$ cat config.mk
export PLATFORM = sky130hd
export DESIGN_NAME = dual_motor_pwm_with_direction_unit
export DESIGN_NICKNAME = d
export VERILOG_FILES = /design/src/rtl/dmpwm_pkg.sv /design/src/rtl/dual_motor_pwm_with_direction_unit.sv
export SDC_FILE = /design/constraint.sdc
export NUM_CORES = 2
export LEC_CHECK = 0
export ABC_AREA = 1
export ABC_CLOCK_PERIOD_IN_PS = 6400
export BUFFER_PORTS_ARGS = -buffer_cell sky130_fd_sc_hd__buf_2
export CORE_MARGIN = 1
export CORE_UTILIZATION = 43
export CTS_CLUSTER_SIZE = 20
export DETAILED_ROUTE_END_ITERATION = 10
export GPL_ROUTABILITY_DRIVEN = 0
export GPL_TIMING_DRIVEN = 0
export PLACE_DENSITY = 0.73
export SYNTH_ARGS = -nofsm -noshare
export SYNTH_HDL_FRONTEND = slang
export SYNTH_SLANG_ARGS = --single-unit
$ cat constraint.sdc
create_clock -name i_clk -period 6.4 [get_ports i_clk]
set_clock_uncertainty 0.15 [all_clocks]
set_input_delay 0.64 -clock i_clk [delete_from_list [all_inputs] [get_ports i_clk]]
set_output_delay 0.64 -clock i_clk [all_outputs]
set_load 0.02 [all_outputs]
$ cat src/rtl/dmpwm_pkg.sv
// Shared constants, types and the duty-to-magnitude helper for the dual motor PWM drive.
// Standalone package, no dependencies.
package dmpwm_pkg;

    localparam int COUNT_WIDTH    = 24;
    localparam int DUTY_FRAC_BITS = 14;
    localparam int DUTY_WIDTH     = 16;

    // Duty arithmetic needs room for +/-ONE as well as the raw 16-bit field
    localparam int DUTY_EXT_W = (DUTY_WIDTH > DUTY_FRAC_BITS + 2) ? DUTY_WIDTH
                                                                  : DUTY_FRAC_BITS + 2;
    localparam int MAG_W  = DUTY_FRAC_BITS + 1;
    localparam int PROD_W = COUNT_WIDTH + MAG_W;

    localparam logic signed [DUTY_EXT_W-1:0] DUTY_ONE = DUTY_EXT_W'(1 << DUTY_FRAC_BITS);

    localparam logic [COUNT_WIDTH-1:0] PERIOD_TOP_RESET = COUNT_WIDTH'(49999);

    localparam logic OP_TICK = 1'b0;
    localparam logic OP_DUTY = 1'b1;

    typedef struct packed {
        logic             rev;
        logic [MAG_W-1:0] mag;
    } t_wheel_cmd;

    // Saturate the duty to [-ONE, ONE] and split it into a direction pin and an
    // unsigned duty, where reverse duty d drives ONE + d.
    function automatic t_wheel_cmd duty_to_cmd(input logic signed [DUTY_WIDTH-1:0] duty);
        logic signed [DUTY_EXT_W-1:0] d_ext;
        logic signed [DUTY_EXT_W-1:0] d_sum;
        t_wheel_cmd                   cmd;
        d_ext = DUTY_EXT_W'(duty);
        d_sum = d_ext + DUTY_ONE;
        if (d_ext > DUTY_ONE) begin
            cmd.rev = 1'b0;
            cmd.mag = DUTY_ONE[MAG_W-1:0];
        end else if (d_ext >= 0) begin
            cmd.rev = 1'b0;
            cmd.mag = d_ext[MAG_W-1:0];
        end else if (d_ext < -DUTY_ONE) begin
            cmd.rev = 1'b1;
            cmd.mag = '0;
        end else begin
            cmd.rev = 1'b1;
            cmd.mag = d_sum[MAG_W-1:0];
        end
        return cmd;
    endfunction

endpackage

$ cat src/rtl/dual_motor_pwm_with_direction_unit.sv
// Top level of the dual motor PWM drive: input register, state update and result register.
// Depends on dmpwm_pkg.
//
// Usage:
//   Input channel (i_in_valid / o_in_ready) carries one item: either a counter
//   tick (operation = 0) or a new pair of signed Q1.14 duties (operation = 1).
//   Every item produces exactly one result on the output channel
//   (o_out_valid / i_out_ready): both PWM levels, both direction pins and the
//   active compare values, all as they stand after the item.
//   Configuration channel (i_cfg_valid / o_cfg_ready) writes period_top; it is
//   always ready and must only be used while the block is idle.
//   An accepted item goes from the input register through the state update to
//   the result register. Throughput: one item per cycle while the receiver takes
//   results, set by the combinational update (one 24x15 multiply per wheel).
//   Stalls: when the receiver holds i_out_ready low the result register holds,
//   the input register can still take one more item, then o_in_ready drops.
//   Reset (synchronous, active low): counter, compares and pins go to zero,
//   period_top returns to 49999, both channels empty.
module dual_motor_pwm_with_direction_unit
    import dmpwm_pkg::*;
(
    input  logic                         i_clk,
    input  logic                         i_rst_n,
    input  logic                         i_in_valid,
    output logic                         o_in_ready,
    input  logic                         i_operation,
    input  logic signed [DUTY_WIDTH-1:0] i_left_duty,
    input  logic signed [DUTY_WIDTH-1:0] i_right_duty,
    output logic                         o_out_valid,
    input  logic                         i_out_ready,
    output logic                         o_left_pwm,
    output logic                         o_right_pwm,
    output logic                         o_left_reverse,
    output logic                         o_right_reverse,
    output logic [COUNT_WIDTH-1:0]       o_left_compare,
    output logic [COUNT_WIDTH-1:0]       o_right_compare,
    input  logic                         i_cfg_valid,
    output logic                         o_cfg_ready,
    input  logic [COUNT_WIDTH-1:0]       i_cfg_period_top
);

    // input register
    logic                         r_in_valid;
    logic                         r_op;
    logic signed [DUTY_WIDTH-1:0] r_left_duty;
    logic signed [DUTY_WIDTH-1:0] r_right_duty;

    // block state
    logic [COUNT_WIDTH-1:0] r_period_top;
    logic [COUNT_WIDTH-1:0] r_count,         n_count;
    logic [COUNT_WIDTH-1:0] r_left_pending,  n_left_pending;
    logic [COUNT_WIDTH-1:0] r_right_pending, n_right_pending;
    logic [COUNT_WIDTH-1:0] r_left_active,   n_left_active;
    logic [COUNT_WIDTH-1:0] r_right_active,  n_right_active;
    logic                   r_left_rev,      n_left_rev;
    logic                   r_right_rev,     n_right_rev;
    logic                   r_waiting,       n_waiting;

    // result register
    logic r_out_valid;
    logic r_left_pwm;
    logic r_right_pwm;

    logic       w_fire;
    t_wheel_cmd w_left_cmd;
    t_wheel_cmd w_right_cmd;
    logic [PROD_W-1:0] w_left_prod;
    logic [PROD_W-1:0] w_right_prod;

    // process the held item whenever the result register is free or draining
    assign w_fire      = r_in_valid && (!r_out_valid || i_out_ready);
    assign o_in_ready  = !r_in_valid || w_fire;
    assign o_cfg_ready = 1'b1;

    assign w_left_cmd   = duty_to_cmd(r_left_duty);
    assign w_right_cmd  = duty_to_cmd(r_right_duty);
    assign w_left_prod  = PROD_W'(r_period_top) * PROD_W'(w_left_cmd.mag);
    assign w_right_prod = PROD_W'(r_period_top) * PROD_W'(w_right_cmd.mag);

    always_comb begin
        n_count         = r_count;
        n_left_pending  = r_left_pending;
        n_right_pending = r_right_pending;
        n_left_active   = r_left_active;
        n_right_active  = r_right_active;
        n_left_rev      = r_left_rev;
        n_right_rev     = r_right_rev;
        n_waiting       = r_waiting;
        if (r_op == OP_TICK) begin
            if (r_count >= r_period_top) begin
                // period end: wrap and promote any pending compares
                n_count = '0;
                if (r_waiting) begin
                    n_left_active  = r_left_pending;
                    n_right_active = r_right_pending;
                    n_waiting      = 1'b0;
                end
            end else begin
                n_count = r_count + COUNT_WIDTH'(1);
            end
        end else begin
            n_left_pending  = w_left_prod[DUTY_FRAC_BITS +: COUNT_WIDTH];
            n_right_pending = w_right_prod[DUTY_FRAC_BITS +: COUNT_WIDTH];
            n_left_rev      = w_left_cmd.rev;
            n_right_rev     = w_right_cmd.rev;
            n_waiting       = 1'b1;
        end
    end

    always_ff @(posedge i_clk) begin
        if (!i_rst_n) begin
            r_in_valid      <= 1'b0;
            r_out_valid     <= 1'b0;
            r_period_top    <= PERIOD_TOP_RESET;
            r_count         <= '0;
            r_left_pending  <= '0;
            r_right_pending <= '0;
            r_left_active   <= '0;
            r_right_active  <= '0;
            r_left_rev      <= 1'b0;
            r_right_rev     <= 1'b0;
            r_waiting       <= 1'b0;
            r_left_pwm      <= 1'b0;
            r_right_pwm     <= 1'b0;
        end else begin
            if (i_cfg_valid && o_cfg_ready) begin
                r_period_top <= i_cfg_period_top;
            end
            if (o_in_ready) begin
                r_in_valid <= i_in_valid;
            end
            if (w_fire) begin
                r_out_valid     <= 1'b1;
                r_count         <= n_count;
                r_left_pending  <= n_left_pending;
                r_right_pending <= n_right_pending;
                r_left_active   <= n_left_active;
                r_right_active  <= n_right_active;
                r_left_rev      <= n_left_rev;
                r_right_rev     <= n_right_rev;
                r_waiting       <= n_waiting;
                r_left_pwm      <= n_count < n_left_active;
                r_right_pwm     <= n_count < n_right_active;
            end else if (i_out_ready) begin
                r_out_valid <= 1'b0;
            end
        end
    end

    // payload of the input register
    always_ff @(posedge i_clk) begin
        if (i_in_valid && o_in_ready) begin
            r_op         <= i_operation;
            r_left_duty  <= i_left_duty;
            r_right_duty <= i_right_duty;
        end
    end

    assign o_out_valid     = r_out_valid;
    assign o_left_pwm      = r_left_pwm;
    assign o_right_pwm     = r_right_pwm;
    assign o_left_reverse  = r_left_rev;
    assign o_right_reverse = r_right_rev;
    assign o_left_compare  = r_left_active;
    assign o_right_compare = r_right_active;

    a_pwm_matches_state: assert property (@(posedge i_clk) disable iff (!i_rst_n)
        o_out_valid |-> (o_left_pwm == (r_count < r_left_active))
                     && (o_right_pwm == (r_count < r_right_active)))
        else $error("PWM level disagrees with counter and active compare");

    a_duty_keeps_active: assert property (@(posedge i_clk) disable iff (!i_rst_n)
        (w_fire && r_op == OP_DUTY) |=> $stable(r_left_active) && $stable(r_right_active)
                                        && r_waiting)
        else $error("duty item changed the active compares");

    a_wrap_clears: assert property (@(posedge i_clk) disable iff (!i_rst_n)
        (w_fire && r_op == OP_TICK && r_count >= r_period_top) |=> (r_count == '0) && !r_waiting)
        else $error("period wrap did not reset counter or promote pending compares");

    a_item_held: assert property (@(posedge i_clk) disable iff (!i_rst_n)
        (r_in_valid && !w_fire) |=> r_in_valid && $stable(r_op))
        else $error("stalled item lost from input register");

endmodule
==> run summary <==
Syn_nets -> 4923
Avg Vias per Cell -> 5.777
Kind of critical path -> flop to flop
CTS tree -> done
Failing checks -> design-rule violations, negative setup slack
Dpl ws -> -1.814 ns
Max stage delay on crit path -> 0.78 ns
Register-to-register path setup slack -> -0.59 ns
Worst r2r dst -> r_right_pending[16]$_SDFFE_PN0P_
Sequential area share after synthesis -> 12.60%
Final WL -> 122700 um
Reg area -> 0.004018 sq mm
Adder-cell share of the synthesized area -> 45.78%
Power per standard cell area -> 562.8 mW/mm^2
Post-Synth XOR/XNOR Area -> 1.237%
Port bufs -> 113
Fmax -> 143.0 MHz
Largest fanout on the critical path -> 10
Slew Limit Fails -> 0
Syn. warnings -> 0
Critical path data required time -> 6.67 ns
Hold_sp -> i_right_duty[8]
Final setup viols -> 48
Worst-Skew Late Latency -> 0.52 ns
EDFF count, synth -> 33
Post-Syn Instances -> 4034
Clock network fraction of total power -> 5.2%
Filler cell count -> 6254
# IOs -> 117
Hold depth -> 1
Starting Density -> 43.59%
Final Net Count -> 5268
Worst setup SP type -> flop
Critical R2R Launch -> r_period_top[0]$_SDFFE_PN1P_
Max-cap check violation count -> 0
Dpl hpwl -> 88950 um
Proportion of synthesized area in mux cells -> 1.445%
Detailed-route via count -> 30930
Net load switching power -> 12.29 mW
Post-layout min period -> 6.992 ns
RSZ-0062 raised after global routing -> yes
Slew margin rel. -> 9.311%
Die ar. -> 0.07517 sq mm
Starting DRT DRC Count -> 4002
Placed cells -> 5107
Htree depth -> 4
Die span in x -> 274.2 um
Final core utilization -> 54.00%
Finished Layout Cells -> 5353
Critical Path Stages -> 26
Yosys cell types -> 56
Post-CTS Hold Buffers -> 0
Status -> finished with violations
Total track usage -> 32.43%
Largest family of logic cells by synthesized area -> adder cells
Delay-heaviest family, CP -> adder cells
Period utilization -> 109.3%
CP Buf/Inv Count -> 8
Leakage power -> 19.36 nW
Clk slew on worst S/H paths -> 0.10 ns
CP arrival -> 7.26 ns
Final hold vios -> 0
Clock Path Buffers -> 2
Share of synthesized registers carrying an async set or reset -> 0%
Worst-Margin Slew -> 1.360 ns
First-pass GRT wire length -> 180400 um
Worst vdd ir -> 0.0006128 V
Drt pass-1 iters -> 10
Layout cells sized above 1 -> 24.09%
Reg2reg path depth -> 26
Clock sink total -> 184
Standard-cell rows -> 99
Cell area after synthesis -> 0.03185 sq mm
Grt ovf -> 0
Hold path endpoint -> r_right_duty[8]$_DFFE_PP_
Int Power -> 9.920 mW
Remaining antenna violation count -> 0
Ys flop type -> dfxtp_1
Combinational Power Share -> 88.6%
P&R area growth vs syn -> 23.88%
Synth Area in Simple Gates -> 18.02%
Hold WS -> 0.1353 ns
Area of the core -> 0.07308 sq mm
Post-synthesis compound-gate area fraction -> 8.347%
Sw Share -> 55.33%
CTS root buf -> clkbuf_16
Chip height -> 274.2 um
Share of power burned in registers -> 6.2%
Routed wire per std cell -> 22.93 um
Synth Register Bits -> 184
CP max stage cell -> clkbuf_1
Worst Hold Class -> primary input to flop
Critical path capture point type -> flop
Largest net degree at the start of global routing -> 21
Setup WS post-layout -> -0.5922 ns
Total CTS buffers -> 17
Synthesized area per cell -> 7.896 sq um
DRC viols -> 4
Initial antenna violation count -> 3
Area of the multi-input gates -> 0.02642 sq mm
Vias in the first global route -> 31600
-- layer usage --
layer / up-vias / share of wire, % / GRT usage (%)
met5: - / 0.18 / 0.8986
met4: 6 / 9.2 / 23.36
met3: 814 / 14 / 12.27
met2: 2381 / 44 / 50.51
met1: 14790 / 33 / 36.35
li1: 12940 / - / -
-- cells in the final DEF, fill, tap and decap left out, types with 36 or more instances in the layout --
master	count
nor2_1	435
buf_2	119
inv_1	731
nor2_4	36
buf_6	46
nor2_2	67
inv_2	124
ha_1	223
o21ai_0	100
a21oi_1	109
fa_1	511
fa_2	53
o211ai_1	55
nand2_1	636
buf_4	163
nand2_2	72
clkbuf_1	82
nand2_4	38
nand3_1	43
dfxtp_1	148
mux2i_1	46
-- cell usage after synthesis, types with 2 or more instances --
cell       instances  area share [%]
o21ai_1            5           0.079
buf_2              4           0.063
mux2i_1           46             1.4
inv_1            855              10
a21oi_1          160             2.5
dfxtp_1          151             9.5
edfxtp_1          33             3.1
nand2_2            8            0.16
o21a_1            28            0.66
ha_1             263              10
a21o_1             9            0.21
clkinv_1           9            0.11
o211ai_1          55             1.3
nand3_1           55            0.86
buf_1             11            0.13
nor3_1            39            0.61
clkbuf_1         158             1.9
nor2_2             4           0.079
o2111ai_1          2           0.055
nand4_1           21            0.41
nor3_2            12            0.38
o21ai_0          120             1.9
a31oi_1           22            0.43
fa_1             564              35
a211oi_1          11            0.26
nor2_1           534             6.3
buf_6              5            0.18
nor4_1             6            0.12
nand3_2            2           0.063
xnor2_1           13            0.36
xor2_1            32            0.88
nand2_1          737             8.7
o21bai_1          20            0.47
inv_2             11            0.13
o221a_2            3            0.11
o221ai_1           6            0.16
-- power groups by stage --
stage | clock network [mW] | registers [mW] | logic (mW)
after detailed placement | 0 | 1.39 | 10.9
final | 1.15 | 1.38 | 19.7
after floorplan | 0 | 1.37 | 7.42
after CTS | 1.14 | 1.37 | 15.8
after global placement | 0 | 1.39 | 10.8
after global routing | 1.18 | 1.39 | 20.8
-- cells by family (layout without fill, tap and decap cells) --
kind of cell | after synthesis | in the layout
compound gates | 448 | 448
xor+xnor | 45 | 45
fa+ha+maj | 827 | 827
buf+inv | 1054 | 1412
flops | 184 | 184
mux | 46 | 46
other cells | 1 | 3
simple gates | 1429 | 1429
-- registers in the layout (all words and copies together) (netlist names), 16 cells and up --
| name | count |
|---|---|
| o_left_compare | 24 |
| o_right_compare | 24 |
| r_count | 24 |
| r_left_duty | 16 |
| r_left_pending | 24 |
| r_period_top | 24 |
| r_right_duty | 16 |
| r_right_pending | 24 |
-- through the flow --
step	area [sq um]	total power, mW	setup TNS, ns
2_1_floorplan	31860	8.792	0
3_3_place_gp	33620	12.18	-60.14
3_5_place_dp	33650	12.31	-63.95
4_1_cts	38020	18.28	-5.206
5_1_grt	39460	23.42	-25.89
6_report	39460	22.21	-19.38
-- layout make-up --
type | instances | share of cell area [%]
clock inverters | 15 | 0.4344
clock buffers | 17 | 1.078
inverters | 875 | 8.459
flip-flops and latches | 184 | 10.18
well taps | 959 | 3.041
diodes | 2 | 0.01268
plain buffers | 172 | 3.171
multi-input cells | 2796 | 66.96
repair buffers | 333 | 6.662
-- worst reg2reg max path: cells and delay by family, from the launching register on --
family	cells	cell delay (ns)
fa+ha+maj	7	2.91
xor+xnor	1	0.20
simple gates	6	0.76
flops	1	0.39
compound gates	4	0.69
buf+inv	8	1.80
-- what timing repair did --
item,4_1_cts,5_1_grt
resized for setup,656,347
cloned,7,0
endpoints found under the setup margin,48,48
buffers inserted,155,64
pin swaps,231,209
-- how the worst max path moves through the flow --
stage,from,to,slack [ns]
after floorplan,r_right_duty[1]$_DFFE_PP_,r_right_pending[16]$_SDFFE_PN0P_,0.003
after global placement,r_right_duty[15]$_DFFE_PP_,r_right_pending[16]$_SDFFE_PN0P_,-1.71
after detailed placement,r_right_duty[15]$_DFFE_PP_,r_right_pending[16]$_SDFFE_PN0P_,-1.81
after CTS,r_left_duty[6]$_DFFE_PP_,r_left_pending[23]$_SDFFE_PN0P_,-0.28
after global routing,r_left_duty[13]$_DFFE_PP_,r_left_pending[8]$_SDFFE_PN0P_,-0.71
final,r_period_top[0]$_SDFFE_PN1P_,r_right_pending[16]$_SDFFE_PN0P_,-0.59
Note: power is estimated with default switching activity, not from simulation.
